===== config.mk =====
export PLATFORM = sky130hd
export DESIGN_NAME = gait_phase_joint_drive_top
export DESIGN_NICKNAME = d
export VERILOG_FILES = /design/src/rtl/gpjd_pkg.sv /design/src/rtl/gpjd_scan.sv /design/src/rtl/gpjd_drive.sv /design/src/rtl/gait_phase_joint_drive_top.sv
export SDC_FILE = /design/constraint.sdc
export NUM_CORES = 1
export LEC_CHECK = 0
export BUFFER_PORTS_ARGS = -buffer_cell sky130_fd_sc_hd__buf_2
export CORE_ASPECT_RATIO = 0.75
export CORE_UTILIZATION = 45
export DETAILED_ROUTE_END_ITERATION = 16
export PLACE_DENSITY = 0.62
export SLEW_MARGIN = 25
export SYNTH_ARGS = -nofsm -noshare
export SYNTH_HDL_FRONTEND = slang
export SYNTH_SLANG_ARGS = --single-unit

===== constraint.sdc =====
create_clock -name clk -period 11.35 [get_ports clk]
set_clock_uncertainty 0.1 [all_clocks]
set_input_delay 0.5675 -clock clk [delete_from_list [all_inputs] [get_ports clk]]
set_output_delay 0.5675 -clock clk [all_outputs]
set_load 0.05 [all_outputs]

===== src/rtl/gpjd_pkg.sv =====
// ---------------------------------------------------------------------------
// gpjd_pkg
// Shared constants, trajectory tables and types for the gait phase joint drive.
// ---------------------------------------------------------------------------
package gpjd_pkg;

  localparam int ROM_SIZE     = 100;
  localparam int TABLE_LENGTH = 100;
  localparam int ANG_W        = 8;
  localparam int PHASE_W      = 7;
  localparam int CODE_W       = 4;
  localparam int CLAMP_W      = 6;
  localparam int SEARCH_SPAN  = 4;
  localparam int CFG_ADDR_W   = 2;
  localparam int CFG_DATA_W   = 8;

  localparam logic [CLAMP_W-1:0] HIP_CLAMP  = 6'd49;
  localparam int                 RISE_END   = 59;
  localparam int                 FALL_START = 58;
  localparam logic [7:0]         PHASE_MOD  = 8'd95;
  localparam logic [PHASE_W-1:0] SEED_HIGH  = 7'd75;
  localparam logic [PHASE_W-1:0] SEED_LOW   = 7'd35;
  localparam logic [ANG_W-1:0]   SEED_SPLIT = 8'd21;

  // floor(x / 9) = (x * 57) >> 9 and floor(x / 12) = (x * 171) >> 11 for x < 256
  localparam logic [5:0] KNEE_RECIP  = 6'd57;
  localparam int         KNEE_SHIFT  = 9;
  localparam logic [7:0] ANKLE_RECIP = 8'd171;
  localparam int         ANKLE_SHIFT = 11;

  localparam logic [6:0] RST_LATE_THR  = 7'd56;
  localparam logic [7:0] RST_LOW_HIP   = 8'd2;
  localparam logic [4:0] RST_PHASE_ADV = 5'd5;
  localparam logic [7:0] RST_ANKLE_OFS = 8'd133;

  localparam logic [CODE_W-1:0] CODE_NONE        = 4'b0000;
  localparam logic [CODE_W-1:0] CODE_KNEE_RAISE  = 4'b1000;
  localparam logic [CODE_W-1:0] CODE_KNEE_LOWER  = 4'b0100;
  localparam logic [CODE_W-1:0] CODE_ANKLE_RAISE = 4'b0010;
  localparam logic [CODE_W-1:0] CODE_ANKLE_LOWER = 4'b0001;

  typedef enum logic [0:0] {
    ACT_INIT = 1'b0,
    ACT_STEP = 1'b1
  } action_t;

  typedef enum logic [CFG_ADDR_W-1:0] {
    CFG_LATE_THR  = 2'd0,
    CFG_LOW_HIP   = 2'd1,
    CFG_PHASE_ADV = 2'd2,
    CFG_ANKLE_OFS = 2'd3
  } cfg_reg_t;

  typedef enum logic [2:0] {
    ST_IDLE,
    ST_SCAN,
    ST_SEL1,
    ST_SEL2,
    ST_CODE,
    ST_DRIVE,
    ST_OUT
  } state_t;

  typedef struct packed {
    logic               done;
    logic [PHASE_W-1:0] rise;
    logic [PHASE_W-1:0] fall;
  } scan_stat_t;

  localparam logic [5:0] HIP_ROM [ROM_SIZE] = '{
    6'd49, 6'd49, 6'd49, 6'd48, 6'd48, 6'd48, 6'd48, 6'd48, 6'd48, 6'd48,
    6'd48, 6'd48, 6'd47, 6'd47, 6'd46, 6'd46, 6'd45, 6'd44, 6'd43, 6'd42,
    6'd41, 6'd40, 6'd39, 6'd38, 6'd37, 6'd35, 6'd34, 6'd33, 6'd31, 6'd30,
    6'd28, 6'd27, 6'd25, 6'd23, 6'd22, 6'd20, 6'd19, 6'd17, 6'd16, 6'd15,
    6'd14, 6'd12, 6'd11, 6'd10, 6'd9,  6'd8,  6'd7,  6'd6,  6'd5,  6'd5,
    6'd4,  6'd4,  6'd3,  6'd3,  6'd2,  6'd2,  6'd2,  6'd1,  6'd1,  6'd1,
    6'd1,  6'd2,  6'd2,  6'd3,  6'd4,  6'd5,  6'd6,  6'd7,  6'd8,  6'd9,
    6'd11, 6'd13, 6'd14, 6'd16, 6'd18, 6'd21, 6'd23, 6'd25, 6'd27, 6'd30,
    6'd32, 6'd34, 6'd36, 6'd38, 6'd39, 6'd41, 6'd42, 6'd43, 6'd45, 6'd46,
    6'd47, 6'd47, 6'd48, 6'd48, 6'd48, 6'd49, 6'd49, 6'd49, 6'd49, 6'd49
  };

  // knee target divided by 9, truncated toward zero
  localparam logic [2:0] KNEE_Q_ROM [ROM_SIZE] = '{
    3'd0, 3'd0, 3'd0, 3'd0, 3'd0, 3'd0, 3'd0, 3'd0, 3'd0, 3'd0,
    3'd0, 3'd0, 3'd0, 3'd0, 3'd1, 3'd1, 3'd1, 3'd1, 3'd1, 3'd1,
    3'd1, 3'd1, 3'd1, 3'd1, 3'd1, 3'd1, 3'd1, 3'd1, 3'd1, 3'd1,
    3'd1, 3'd1, 3'd0, 3'd0, 3'd0, 3'd0, 3'd0, 3'd0, 3'd0, 3'd0,
    3'd0, 3'd0, 3'd0, 3'd0, 3'd0, 3'd0, 3'd0, 3'd0, 3'd0, 3'd0,
    3'd0, 3'd0, 3'd0, 3'd0, 3'd0, 3'd0, 3'd0, 3'd0, 3'd1, 3'd1,
    3'd1, 3'd1, 3'd1, 3'd2, 3'd2, 3'd2, 3'd2, 3'd2, 3'd3, 3'd3,
    3'd3, 3'd4, 3'd4, 3'd4, 3'd4, 3'd4, 3'd5, 3'd5, 3'd5, 3'd5,
    3'd5, 3'd5, 3'd5, 3'd5, 3'd5, 3'd5, 3'd4, 3'd4, 3'd4, 3'd4,
    3'd4, 3'd3, 3'd3, 3'd3, 3'd2, 3'd2, 3'd2, 3'd1, 3'd1, 3'd1
  };

  localparam logic [5:0] ANKLE_ROM [ROM_SIZE] = '{
    6'd45, 6'd46, 6'd46, 6'd46, 6'd46, 6'd45, 6'd45, 6'd44, 6'd42, 6'd40,
    6'd39, 6'd38, 6'd37, 6'd36, 6'd36, 6'd35, 6'd35, 6'd35, 6'd35, 6'd36,
    6'd36, 6'd37, 6'd38, 6'd39, 6'd39, 6'd40, 6'd40, 6'd41, 6'd41, 6'd42,
    6'd42, 6'd42, 6'd42, 6'd42, 6'd43, 6'd43, 6'd43, 6'd43, 6'd44, 6'd44,
    6'd44, 6'd44, 6'd45, 6'd45, 6'd46, 6'd46, 6'd46, 6'd47, 6'd47, 6'd47,
    6'd47, 6'd47, 6'd47, 6'd46, 6'd46, 6'd45, 6'd44, 6'd42, 6'd40, 6'd37,
    6'd35, 6'd32, 6'd28, 6'd26, 6'd23, 6'd21, 6'd19, 6'd18, 6'd17, 6'd16,
    6'd16, 6'd16, 6'd17, 6'd18, 6'd20, 6'd21, 6'd23, 6'd25, 6'd26, 6'd28,
    6'd30, 6'd31, 6'd32, 6'd34, 6'd35, 6'd36, 6'd37, 6'd38, 6'd39, 6'd40,
    6'd40, 6'd41, 6'd42, 6'd42, 6'd43, 6'd43, 6'd44, 6'd44, 6'd45, 6'd45
  };

endpackage


===== src/rtl/gpjd_scan.sv =====
// ---------------------------------------------------------------------------
// gpjd_scan
// Hip trajectory search: walks the ROM one entry per cycle and matches the rising
// search offsets (below RISE_END) and the falling ones (from FALL_START) against that entry.
// ---------------------------------------------------------------------------
module gpjd_scan #(
  parameter int TABLE_LENGTH = gpjd_pkg::TABLE_LENGTH
) (
  input  logic                        clk,
  input  logic                        rst_n,
  input  logic                        start,
  input  logic [gpjd_pkg::CLAMP_W-1:0] hip_clamped,
  output gpjd_pkg::scan_stat_t        stat
);
  import gpjd_pkg::*;

  localparam int ScanEnd = (TABLE_LENGTH < ROM_SIZE) ? TABLE_LENGTH : ROM_SIZE;
  localparam int IdxW    = $clog2(ROM_SIZE);

  logic [IdxW-1:0]    idx_r, idx_nxt;
  logic               busy_r, busy_nxt;
  logic               done_r, done_nxt;
  logic [SEARCH_SPAN-1:0] rise_hit_r, rise_hit_nxt;
  logic [SEARCH_SPAN-1:0] fall_hit_r, fall_hit_nxt;
  logic [PHASE_W-1:0] rise_idx_r [SEARCH_SPAN];
  logic [PHASE_W-1:0] rise_idx_nxt [SEARCH_SPAN];
  logic [PHASE_W-1:0] fall_idx_r [SEARCH_SPAN];
  logic [PHASE_W-1:0] fall_idx_nxt [SEARCH_SPAN];
  logic [7:0]         entry;
  logic               in_rise;
  logic               in_fall;

  always_comb begin
    entry   = {2'b00, HIP_ROM[idx_r]};
    in_rise = (int'(idx_r) < RISE_END);
    in_fall = (int'(idx_r) >= FALL_START);
    idx_nxt      = idx_r;
    busy_nxt     = busy_r;
    done_nxt     = 1'b0;
    rise_hit_nxt = rise_hit_r;
    fall_hit_nxt = fall_hit_r;
    for (int d = 0; d < SEARCH_SPAN; d++) begin
      rise_idx_nxt[d] = rise_idx_r[d];
      fall_idx_nxt[d] = fall_idx_r[d];
    end
    if (start) begin
      idx_nxt      = '0;
      busy_nxt     = 1'b1;
      rise_hit_nxt = '0;
      fall_hit_nxt = '0;
    end else if (busy_r) begin
      for (int d = 0; d < SEARCH_SPAN; d++) begin
        if (in_rise && !rise_hit_r[d] &&
            entry == ({2'b00, hip_clamped} - 8'(d))) begin
          rise_hit_nxt[d] = 1'b1;
          rise_idx_nxt[d] = PHASE_W'(idx_r);
        end
        if (in_fall && !fall_hit_r[d] &&
            entry == ({2'b00, hip_clamped} + 8'(d))) begin
          fall_hit_nxt[d] = 1'b1;
          fall_idx_nxt[d] = PHASE_W'(idx_r);
        end
      end
      if (idx_r == IdxW'(ScanEnd - 1)) begin
        busy_nxt = 1'b0;
        done_nxt = 1'b1;
      end else begin
        idx_nxt = idx_r + 1'b1;
      end
    end
  end

  always_ff @(posedge clk) begin
    if (!rst_n) begin
      busy_r     <= 1'b0;
      done_r     <= 1'b0;
      rise_hit_r <= '0;
      fall_hit_r <= '0;
    end else begin
      busy_r     <= busy_nxt;
      done_r     <= done_nxt;
      rise_hit_r <= rise_hit_nxt;
      fall_hit_r <= fall_hit_nxt;
    end
  end

  always_ff @(posedge clk) begin
    idx_r <= idx_nxt;
    for (int d = 0; d < SEARCH_SPAN; d++) begin
      rise_idx_r[d] <= rise_idx_nxt[d];
      fall_idx_r[d] <= fall_idx_nxt[d];
    end
  end

  // first offset with a hit past entry 0 wins; a hit at entry 0 drops that offset
  always_comb begin
    stat.done = done_r;
    stat.rise = '0;
    stat.fall = '0;
    for (int d = SEARCH_SPAN - 1; d >= 0; d--) begin
      if (rise_hit_r[d] && (rise_idx_r[d] != '0)) stat.rise = rise_idx_r[d];
      if (fall_hit_r[d] && (fall_idx_r[d] != '0)) stat.fall = fall_idx_r[d];
    end
  end

endmodule


===== src/rtl/gpjd_drive.sv =====
// ---------------------------------------------------------------------------
// gpjd_drive
// Motor code: quantizes measured and target knee/ankle angles and compares.
// Two register stages.
// ---------------------------------------------------------------------------
module gpjd_drive (
  input  logic                        clk,
  input  logic                        rst_n,
  input  logic                        start,
  input  logic [gpjd_pkg::PHASE_W-1:0] phase,
  input  logic [gpjd_pkg::ANG_W-1:0]   knee,
  input  logic [gpjd_pkg::ANG_W-1:0]   ankle,
  input  logic [7:0]                  ankle_offset,
  output logic                        done,
  output logic [gpjd_pkg::CODE_W-1:0]  code
);
  import gpjd_pkg::*;

  logic              v1_r, done_r;
  logic [4:0]        knee_q_r, knee_q_nxt;
  logic [4:0]        ankle_q_r, ankle_q_nxt;
  logic [2:0]        kt_q_r, kt_q_nxt;
  logic [8:0]        diff_r, diff_nxt;
  logic [CODE_W-1:0] code_r, code_nxt;
  logic [13:0]       knee_prod;
  logic [15:0]       ankle_prod;
  logic [7:0]        abs_diff;
  logic [15:0]       tgt_prod;
  logic [5:0]        at_q;
  logic [5:0]        at_tgt;

  always_comb begin
    knee_prod   = 14'(knee) * 14'(KNEE_RECIP);
    ankle_prod  = 16'(ankle) * 16'(ANKLE_RECIP);
    knee_q_nxt  = knee_prod[KNEE_SHIFT +: 5];
    ankle_q_nxt = ankle_prod[ANKLE_SHIFT +: 5];
    kt_q_nxt    = KNEE_Q_ROM[phase];
    diff_nxt    = {1'b0, ankle_offset} - {3'b000, ANKLE_ROM[phase]};
  end

  always_comb begin
    abs_diff = diff_r[8] ? 8'(-diff_r) : diff_r[7:0];
    tgt_prod = 16'(abs_diff) * 16'(ANKLE_RECIP);
    at_q     = {1'b0, tgt_prod[ANKLE_SHIFT +: 5]};
    at_tgt   = diff_r[8] ? -at_q : at_q;
    code_nxt = CODE_NONE;
    if (knee_q_r < {2'b00, kt_q_r}) code_nxt = code_nxt | CODE_KNEE_RAISE;
    else if (knee_q_r > {2'b00, kt_q_r}) code_nxt = code_nxt | CODE_KNEE_LOWER;
    if ($signed({1'b0, ankle_q_r}) < $signed(at_tgt)) begin
      code_nxt = code_nxt | CODE_ANKLE_RAISE;
    end else if ($signed({1'b0, ankle_q_r}) > $signed(at_tgt)) begin
      code_nxt = code_nxt | CODE_ANKLE_LOWER;
    end
  end

  always_ff @(posedge clk) begin
    if (!rst_n) begin
      v1_r   <= 1'b0;
      done_r <= 1'b0;
    end else begin
      v1_r   <= start;
      done_r <= v1_r;
    end
  end

  always_ff @(posedge clk) begin
    if (start) begin
      knee_q_r  <= knee_q_nxt;
      ankle_q_r <= ankle_q_nxt;
      kt_q_r    <= kt_q_nxt;
      diff_r    <= diff_nxt;
    end
    if (v1_r) begin
      code_r <= code_nxt;
    end
  end

  assign done = done_r;
  assign code = code_r;

endmodule


===== src/rtl/gait_phase_joint_drive_top.sv =====
// ---------------------------------------------------------------------------
// gait_phase_joint_drive_top
// Gait phase estimator: hip ROM search, candidate selection and joint drive.
// ---------------------------------------------------------------------------
// Step beat: scan of min(TABLE_LENGTH, 100) hip entries, then hand-off, select (an
//   extra select state under the wrap advance rule), drive and output load.
// Init beat: seeds the phase and goes straight to output load. One beat at a time;
//   in_tready returns with out_tvalid; a new beat is taken while a finished result
//   waits, a stalled result holds the next load.
// Reset (rst_n low, synchronous): last phase 0, registers to defaults, no result.
module gait_phase_joint_drive_top #(
  parameter int TABLE_LENGTH = gpjd_pkg::TABLE_LENGTH
) (
  input  logic                           clk,
  input  logic                           rst_n,
  input  logic                           in_tvalid,
  output logic                           in_tready,
  input  logic [23:0]                    in_tdata,  // hip_angle, knee_angle, ankle_angle
  input  logic [0:0]                     in_tuser,  // action
  output logic                           out_tvalid,
  input  logic                           out_tready,
  output logic [15:0]                    out_tdata, // phase_index, motor_code, zero pad
  input  logic                           cfg_wr_en,
  input  logic [gpjd_pkg::CFG_ADDR_W-1:0] cfg_addr,
  input  logic [gpjd_pkg::CFG_DATA_W-1:0] cfg_wdata
);
  import gpjd_pkg::*;

  state_t             state_r, state_nxt;
  logic [PHASE_W-1:0] last_phase_r, last_phase_nxt;
  logic [6:0]         late_thr_r;
  logic [7:0]         low_hip_r;
  logic [4:0]         phase_adv_r;
  logic [7:0]         ankle_ofs_r;
  logic [ANG_W-1:0]   hip_r, knee_r, ankle_r;
  logic [PHASE_W-1:0] res_phase_r, res_phase_nxt;
  logic [CODE_W-1:0]  res_code_r, res_code_nxt;
  logic               out_valid_r, out_valid_nxt;
  logic [15:0]        out_data_r;
  logic               load_out;
  logic               accept;
  logic               scan_start, drive_start, drive_done;
  logic [CODE_W-1:0]  drive_code;
  scan_stat_t         stat;
  logic [CLAMP_W-1:0] hip_clamped;
  logic [PHASE_W-1:0] dist_rise, dist_fall;
  logic               wrap;
  logic [7:0]         fall_adv;
  logic [PHASE_W-1:0] fall_adv_mod, fall_mod;
  logic [ANG_W-1:0]   in_hip;

  assign in_hip      = in_tdata[7:0];
  assign accept      = in_tvalid && in_tready;
  assign in_tready   = (state_r == ST_IDLE);
  assign hip_clamped = (hip_r > 8'(HIP_CLAMP)) ? HIP_CLAMP : hip_r[CLAMP_W-1:0];

  gpjd_scan #(
    .TABLE_LENGTH(TABLE_LENGTH)
  ) u_scan (
    .clk        (clk),
    .rst_n      (rst_n),
    .start      (scan_start),
    .hip_clamped(hip_clamped),
    .stat       (stat)
  );

  gpjd_drive u_drive (
    .clk         (clk),
    .rst_n       (rst_n),
    .start       (drive_start),
    .phase       (res_phase_r),
    .knee        (knee_r),
    .ankle       (ankle_r),
    .ankle_offset(ankle_ofs_r),
    .done        (drive_done),
    .code        (drive_code)
  );

  always_comb begin
    dist_rise    = (last_phase_r > stat.rise) ? last_phase_r - stat.rise
                                              : stat.rise - last_phase_r;
    dist_fall    = (last_phase_r > stat.fall) ? last_phase_r - stat.fall
                                              : stat.fall - last_phase_r;
    wrap         = (last_phase_r >= late_thr_r) && (hip_r <= low_hip_r);
    fall_adv     = {1'b0, stat.fall} + {3'b000, phase_adv_r};
    fall_adv_mod = (fall_adv >= PHASE_MOD) ? 7'(fall_adv - PHASE_MOD) : fall_adv[6:0];
    fall_mod     = ({1'b0, stat.fall} >= PHASE_MOD) ? 7'({1'b0, stat.fall} - PHASE_MOD)
                                                    : stat.fall;
  end

  always_comb begin
    state_nxt      = state_r;
    last_phase_nxt = last_phase_r;
    res_phase_nxt  = res_phase_r;
    res_code_nxt   = res_code_r;
    scan_start     = 1'b0;
    drive_start    = 1'b0;
    load_out       = 1'b0;
    case (state_r)
      ST_IDLE: begin
        if (accept) begin
          if (in_tuser == ACT_INIT) begin
            last_phase_nxt = (in_hip >= SEED_SPLIT) ? SEED_HIGH : SEED_LOW;
            res_phase_nxt  = last_phase_nxt;
            res_code_nxt   = CODE_NONE;
            state_nxt      = ST_OUT;
          end else begin
            res_phase_nxt = '0;
            scan_start    = 1'b1;
            state_nxt     = ST_SCAN;
          end
        end
      end
      ST_SCAN: begin
        if (stat.done) state_nxt = ST_SEL1;
      end
      ST_SEL1: begin
        if (wrap) begin
          if (dist_rise < dist_fall) begin
            res_phase_nxt  = fall_adv_mod;
            last_phase_nxt = fall_adv_mod;
          end
          state_nxt = ST_SEL2;
        end else begin
          if (dist_rise < dist_fall) begin
            res_phase_nxt  = stat.rise;
            last_phase_nxt = stat.rise;
          end else if (dist_rise > dist_fall) begin
            res_phase_nxt  = fall_mod;
            last_phase_nxt = fall_mod;
          end
          state_nxt = ST_CODE;
        end
      end
      ST_SEL2: begin
        if (dist_rise > dist_fall) begin
          res_phase_nxt  = fall_mod;
          last_phase_nxt = fall_mod;
        end
        state_nxt = ST_CODE;
      end
      ST_CODE: begin
        drive_start = 1'b1;
        state_nxt   = ST_DRIVE;
      end
      ST_DRIVE: begin
        if (drive_done) begin
          res_code_nxt = drive_code;
          state_nxt    = ST_OUT;
        end
      end
      ST_OUT: begin
        if (!out_valid_r || out_tready) begin
          load_out  = 1'b1;
          state_nxt = ST_IDLE;
        end
      end
      default: state_nxt = ST_IDLE;
    endcase
  end

  always_comb begin
    out_valid_nxt = out_valid_r;
    if (load_out) out_valid_nxt = 1'b1;
    else if (out_tready) out_valid_nxt = 1'b0;
  end

  always_ff @(posedge clk) begin
    if (!rst_n) begin
      state_r      <= ST_IDLE;
      last_phase_r <= '0;
      out_valid_r  <= 1'b0;
      late_thr_r   <= RST_LATE_THR;
      low_hip_r    <= RST_LOW_HIP;
      phase_adv_r  <= RST_PHASE_ADV;
      ankle_ofs_r  <= RST_ANKLE_OFS;
    end else begin
      state_r      <= state_nxt;
      last_phase_r <= last_phase_nxt;
      out_valid_r  <= out_valid_nxt;
      if (cfg_wr_en) begin
        case (cfg_reg_t'(cfg_addr))
          CFG_LATE_THR:  late_thr_r  <= cfg_wdata[6:0];
          CFG_LOW_HIP:   low_hip_r   <= cfg_wdata;
          CFG_PHASE_ADV: phase_adv_r <= cfg_wdata[4:0];
          CFG_ANKLE_OFS: ankle_ofs_r <= cfg_wdata;
          default: ;
        endcase
      end
    end
  end

  always_ff @(posedge clk) begin
    res_phase_r <= res_phase_nxt;
    res_code_r  <= res_code_nxt;
    if (accept) begin
      hip_r   <= in_tdata[7:0];
      knee_r  <= in_tdata[15:8];
      ankle_r <= in_tdata[23:16];
    end
    if (load_out) begin
      out_data_r <= {5'b00000, res_code_r, res_phase_r};
    end
  end

  assign out_tvalid = out_valid_r;
  assign out_tdata  = out_data_r;

endmodule


==> results of run 1 <==
-- layout by cell type, fill, tap and decap left out, drive strengths merged, types with 16 or more instances in the layout --
cell type	count
dfxtp	58
mux2i	39
a211oi	22
a31oi	19
nand2	130
xor2	25
edfxtp	128
inv	175
a21oi	115
o211ai	19
and2	16
nor3	27
fa	40
o21ai	83
a21o	22
o31ai	16
xnor2	42
nor2	117
ha	204
clkbuf	21
nor2b	21
nand3	31
nand2b	21
buf	65
-- cells by family (layout without fill, tap and decap cells) --
group | after synthesis | after routing | share of synthesized area
AOI/OAI and AO/OA | 404 | 404 | 0.1766
DFF | 186 | 186 | 0.3292
adders and majority gates | 244 | 244 | 0.2206
other | 1 | 6 | 0.0002467
buffers and inverters | 237 | 265 | 0.06075
xor gates and xnor gates | 67 | 67 | 0.03860
muxes | 45 | 45 | 0.03235
and+or+nand+nor | 446 | 446 | 0.1416
-- final cells by class --
class	instances	share of cell area
clock inverter	11	0.006088
multi-input combinational	1211	0.5663
antenna	1	0.0001522
timing repair buffer	65	0.02222
sequential	186	0.3044
clock buffer	21	0.02869
inverter	168	0.03851
tap	442	0.03364
-- per-stage QoR --
stage | cell area (µm²) | setup WS (ns)
after global routing | 16440 | 3.096
after detailed placement | 15840 | 3.474
after floorplan | 15220 | 4.781
after global placement | 15840 | 3.674
final | 16440 | 3.649
after CTS | 16410 | 3.277
-- per-layer routing --
| metal | GRT usage | up-vias | wire length, µm |
|---|---|---|---|
| met5 | 0 | - | 0 |
| li1 | - | 5896 | - |
| met3 | 0.04049 | 45 | 2920 |
| met4 | 0.05130 | 0 | 523 |
| met1 | 0.3410 | 5638 | 18650 |
| met2 | 0.3143 | 417 | 15460 |
-- registers in the layout, summed over array words and instances, names as in the netlist, 7 cells and up --
name,cells
u_scan.fall_idx_r,28
u_scan.rise_idx_r,28
out_tdata,11
u_drive.diff_r,9
ankle_ofs_r,8
ankle_r,8
hip_r,8
knee_r,8
low_hip_r,8
last_phase_r,7
late_thr_r,7
res_phase_r,7
u_scan.idx_r,7
-- worst max path at each step --
| stage | depth (start not counted) | endpoint | slack [ns] |
|---|---|---|---|
| global placement | 26 | last_phase_r[3] | 3.67 |
| finish | 26 | last_phase_r[3] | 3.65 |
| CTS | 25 | last_phase_r[3] | 3.28 |
| global route | 25 | last_phase_r[2] | 3.10 |
| detailed placement | 25 | last_phase_r[3] | 3.47 |
| floorplan | 24 | last_phase_r[3] | 4.78 |
-- worst max-delay path, stage by stage, from the launching register on --
cell and delay, ns:
edfxtp_1 0.39, or4_1 0.54, o41ai_1 0.43, and2_1 0.29, a221oi_1 0.12, o21ai_0 0.58
ha_1 0.38, nor2b_1 0.13, o21ai_0 0.17, nand2b_1 0.11, a21o_1 0.20, a31o_2 0.25
a31oi_2 0.55, mux2i_1 0.42, a31oi_1 0.16, xnor2_1 0.15, ha_1 0.32, a21o_1 0.19
a21oi_1 0.14, nor2b_1 0.07, nor3_1 0.19, buf_4 0.23, o31ai_1 0.11, a21oi_1 0.73
o21ai_0 0.27, a2111o_1 0.35, o21ai_2 0.05
==> flow_summary.ini, run 1 <==
[outcome]
status = complete, no violations

[synthesis]
ys.flop_type = edfxtp_1
syn_area_mm2 = 0.01520
yosysMostFrequentCell = ha_1
ys_warn_count = 0
netlist.area_leader.share = 0.2529
synth_edf_count = 128
ys_seq_elements = 186
synth_area_leader_cell = edfxtp_1
synth_cells = 1630
yosys-top-cells-count = ha_1 (204), inv_1 (164), nand2_1 (129)
synth.distinct_cells = 91
ys_seq_area_frac = 0.3292
netlist_top_cells_area = edfxtp_1 (25%), ha_1 (17%), dfxtp_1 (7.6%)
syn_area_per_cell_um2 = 9.326
async_flop_share = 0

[place]
dp.final_hpwl_um = 28800
gp_congestion = 0.9117
portBuffers = 52
placed_cells = 2071

[setup_path]
crit_path_start_kind = register
r2r_start = u_scan.rise_idx_r[2][0]
end_kind = register
crit_fanout = 13
r2r_slack_ns = 3.65
r2r_end = last_phase_r[3]
worstRegToRegCells = 26
cp-startpoint = u_scan.rise_idx_r[2][0]
arrival_ns = 7.99
critical_path_required_ns = 11.64
critPathKind = reg -> reg

[cts]
h-tree-depth = 4
cts_sinks = 186
post_cts_resized = 0
cts_tree = done
holdBufCountCts = 0
cts.clk_slew.worst_paths_ns = 0.08
cts_buffers = 17
cts_setup_buffers = 0
clk_path_buf_depth = 2
clock-root-buffer = clkbuf_16
clock_latency_ns = 0.45

[detailed_routing]
wl_per_cell_um = 17.84
ant_nets = 0
drc_errors = 0
num_vias = 12000
viasPerCell = 5.699
drt_iter0_drc = 1077
routed_wl_um = 37560
dr.pass1.iters = 6

[timing]
whs_ns = 0.1860
period_needed_ns = 7.701
hold_viol = 0
setup_viol = 0
max_freq_mhz = 129.9
slew_headroom = 0.3472
grt_setup_unrepaired = false
fin_setup_tns_ns = 0
slew_violations = 0
period_share = 0.6785
tightest_slew_ns = 0.9711

[finish]
nets = 1933
seqCellArea_mm2 = 0.005005
drive_above_1_share = 0.08063
area_growth_pct = 8.157
post-route-util = 0.5011
fillers = 3050
final_cells = 2105
multi_input_area_mm2 = 0.009310

[hold_path]
whs_path_depth = 1
min_to = knee_r[6]
hp-start = in_tdata[14]
hp-class = in -> reg

[floorplan]
fp.dieH_um = 161.2
io_pins = 58
core_mm2 = 0.03281
initial_core_util = 0.4633
fp.dieArea_mm2 = 0.03453
rows = 57
fp.dieW_um = 214.2

[grt]
grt_max_degree = 47
grt_pass1_wl_um = 60220
antenna_found_initial = 1
overflow = 0
grt_pass1_vias = 11130
grt_use_total = 0.2207

[flow_run]
maxCapViolCount = 0
Power of run 1 is not shown: default switching activity piles up to over one toggle a cycle in this logic, so the estimate is an artifact.
==> run 2: changes to the inputs <==
--- a/config.mk
+++ b/config.mk
@@ -5,11 +5,12 @@
 export SDC_FILE = /design/constraint.sdc
 export NUM_CORES = 1
 export LEC_CHECK = 0
+export ABC_AREA = 1
 export BUFFER_PORTS_ARGS = -buffer_cell sky130_fd_sc_hd__buf_2
 export CORE_ASPECT_RATIO = 0.75
 export CORE_UTILIZATION = 45
 export DETAILED_ROUTE_END_ITERATION = 16
-export PLACE_DENSITY = 0.62
+export PLACE_DENSITY = 0.64
 export SLEW_MARGIN = 25
 export SYNTH_ARGS = -nofsm -noshare
 export SYNTH_HDL_FRONTEND = slang
==> constraint.sdc (replaced) <==
create_clock -name clk -period 6.15 [get_ports clk]
set_clock_uncertainty 0.1 [all_clocks]
set_input_delay 0.3075 -clock clk [delete_from_list [all_inputs] [get_ports clk]]
set_output_delay 0.3075 -clock clk [all_outputs]
set_load 0.05 [all_outputs]
==> run 2 against run 1 <==
Core utilization up 0.84 points. Setup slack worse by 3.3 ns. Critical path type unchanged. Die area is 0.44% higher. Final cell count is 15% higher. Global-route usage grew 0.15 points. Clock-buffer cell count is 2 lower. Critical endpoint is now u_drive.code[0]. Final area is 3.7% higher. Via count increased by 8.0%. Synthesized cell count grew 15%.
==> flow_summary.ini, run 2 <==
[outcome]
status = complete, no violations

[floorplan]
rows = 58
core_mm2 = 0.03345
initial_core_util = 0.4564
fp.dieArea_mm2 = 0.03468
io_pins = 58
fp.dieH_um = 161.5
fp.dieW_um = 214.7

[grt]
grt_pass1_wl_um = 61980
grt_use_met3 = 0.03842
grt_pass1_vias = 12050
top_usage_layer = met2
overflow = 0
grt_use_total = 0.2221
antenna_found_initial = 0
grt_max_degree = 38
use_met2 = 0.3485
grt_util_met1 = 0.3179

[detailed_routing]
dr.pass1.iters = 6
ant_nets = 0
num_vias = 12960
viasPerCell = 5.334
drt_iter0_drc = 1218
drc_errors = 0
wl_per_cell_um = 15.66
routed_wl_um = 38040

[synthesis]
async_flop_share = 0
ys_warn_count = 0
ys_seq_area_frac = 0.3278
netlist.area_leader.share = 0.2517
yosysMostFrequentCell = nand2_1
synth.distinct_cells = 67
yosys-top-cells-count = nand2_1 (330), inv_1 (314), ha_1 (204)
netlist_top_cells_area = edfxtp_1 (25%), ha_1 (17%), nand2_1 (8.1%)
ys_seq_elements = 186
syn_area_mm2 = 0.01527
synth_cells = 1876
synth_edf_count = 128
synth_area_leader_cell = edfxtp_1
ys.flop_type = edfxtp_1
syn_area_per_cell_um2 = 8.139

[place]
dp.final_hpwl_um = 29590
gp_congestion = 0.9336
portBuffers = 52

[cts]
cts_buffers = 17
cts_sinks = 186
clk_path_buf_depth = 2
clock-root-buffer = clkbuf_16
cts_tree = done
clock_latency_ns = 0.45
h-tree-depth = 4
cts.clk_slew.worst_paths_ns = 0.07

[setup_path]
arrival_ns = 5.91
r2r_start = u_drive.diff_r[8]
crit_buf_inv = 5
critPathCapture = u_drive.code[0]
crit_path_start_kind = register
cp-startpoint = u_drive.diff_r[8]
critical_path_required_ns = 6.26
r2r_end = u_drive.code[0]
crit_fanout = 7
crit_top_cell = nand2_1
max_stage_delay_ns = 0.55
cpMaxStageDelayCell = fa_1
r2r_slack_ns = 0.34
path_delay_family = adder cells
critPathKind = reg -> reg
cp_num_cells = 29
worstRegToRegCells = 29
end_kind = register

[finish]
fillers = 3180
seqCellArea_mm2 = 0.005005
multi_input_area_mm2 = 0.008972
antenna_cells = 0
area_growth_pct = 11.64
layout_common_cells = nand2_1 (329), inv_1 (314), ha_1 (204)
drive_above_1_share = 0.07428
final_common_cell = nand2_1
nets = 2250
post-route-util = 0.5095

[hold_path]
hp-class = in -> reg

[timing]
slew_violations = 0
max_freq_mhz = 172.2
setup_viol = 0
period_needed_ns = 5.807
period_share = 0.9442
slew_headroom = 0.3890
whs_ns = 0.04789
tightest_slew_ns = 0.9154
hold_viol = 0

[flow_run]
maxCapViolCount = 0
## run 2: cell count changes after synthesis, moves of 37 or more
cell / before / now
nand2_1: 129 / 330
o21ai_0: 81 / 121
inv_1: 164 / 314
nor2_1: 117 / 173
clkbuf_1: 53 / 16
nand3_1: 31 / 74
## run 2: how the worst min path moves through the flow
| stage | from | end | slack (ns) | cells after the start |
|---|---|---|---|---|
| after floorplan | res_code_r[3] | out_tdata[10] | 0.30 | 0 |
| final | cfg_wdata[5] | late_thr_r[5] | 0.05 | 3 |
| after global placement | res_code_r[3] | out_tdata[10] | 0.30 | 0 |
| after CTS | cfg_wdata[5] | late_thr_r[5] | 0.03 | 3 |
| after detailed placement | res_code_r[0] | out_tdata[7] | 0.31 | 0 |
| after global routing | cfg_wdata[5] | late_thr_r[5] | 0.05 | 3 |
## run 2: cell type report
type / count / share of cell area
multi-input combinational: 1340 / 0.5264
sequential: 186 / 0.2936
inverter: 324 / 0.07135
timing repair buffer: 97 / 0.03876
tap: 450 / 0.03303
clock buffer: 19 / 0.02723
clock inverter: 13 / 0.009689
## run 2: metal layers
layer / vias to the layer above / part of all wire
met5: - / 0
li1: 6461 / -
met4: 0 / 0.013
met3: 44 / 0.059
met1: 6048 / 0.48
met2: 404 / 0.44
## run 2: logic make-up (layout without fill, tap and decap cells)
kind of cell / Yosys count / in the layout / share of synthesized area
flip-flops: 186 / 186 / 0.3278
adder cells (fa/ha/maj): 244 / 244 / 0.2196
AND/OR/NAND/NOR: 657 / 657 / 0.1812
XOR/XNOR: 57 / 57 / 0.03270
AO/OA/AOI/OAI: 369 / 369 / 0.1434
other: 1 / 5 / 0.0002456
multiplexers: 8 / 8 / 0.005327
buffers and inverters: 354 / 453 / 0.08973
## run 2: worst reg2reg max path, delay by kind of cell, from the launching register on
family,cells,cell delay [ns]
adder cells (fa/ha/maj),5,2.12
AND/OR/NAND/NOR,12,1.24
AO/OA/AOI/OAI,5,0.85
flip-flops,1,0.46
buffers and inverters,5,0.44
XOR/XNOR,2,0.39
## run 2: stage by stage
| stage | worst slack (ns) | std cells | cell area, µm² | TNS [ns] |
|---|---|---|---|---|
| after floorplan | 0.7129 | 1880 | 15280 | 0 |
| after global placement | 0.3302 | 2366 | 16060 | 0 |
| after detailed placement | 0.2143 | 2366 | 16060 | 0 |
| after CTS | 0.1315 | 2423 | 16940 | 0 |
| after global routing | -0.03628 | 2429 | 17050 | -0.03628 |
| final | 0.3430 | 2429 | 17050 | 0 |
## run 2: repair_timing
action / in CTS / in global routing
hold endpoints to repair: 25 / 0
setup endpoints to repair: 0 / 14
resized for setup: 0 / 11
buffers inserted: 0 / 6
hold buffers: 25 / 0
Power of run 2 is left out for the same reason.
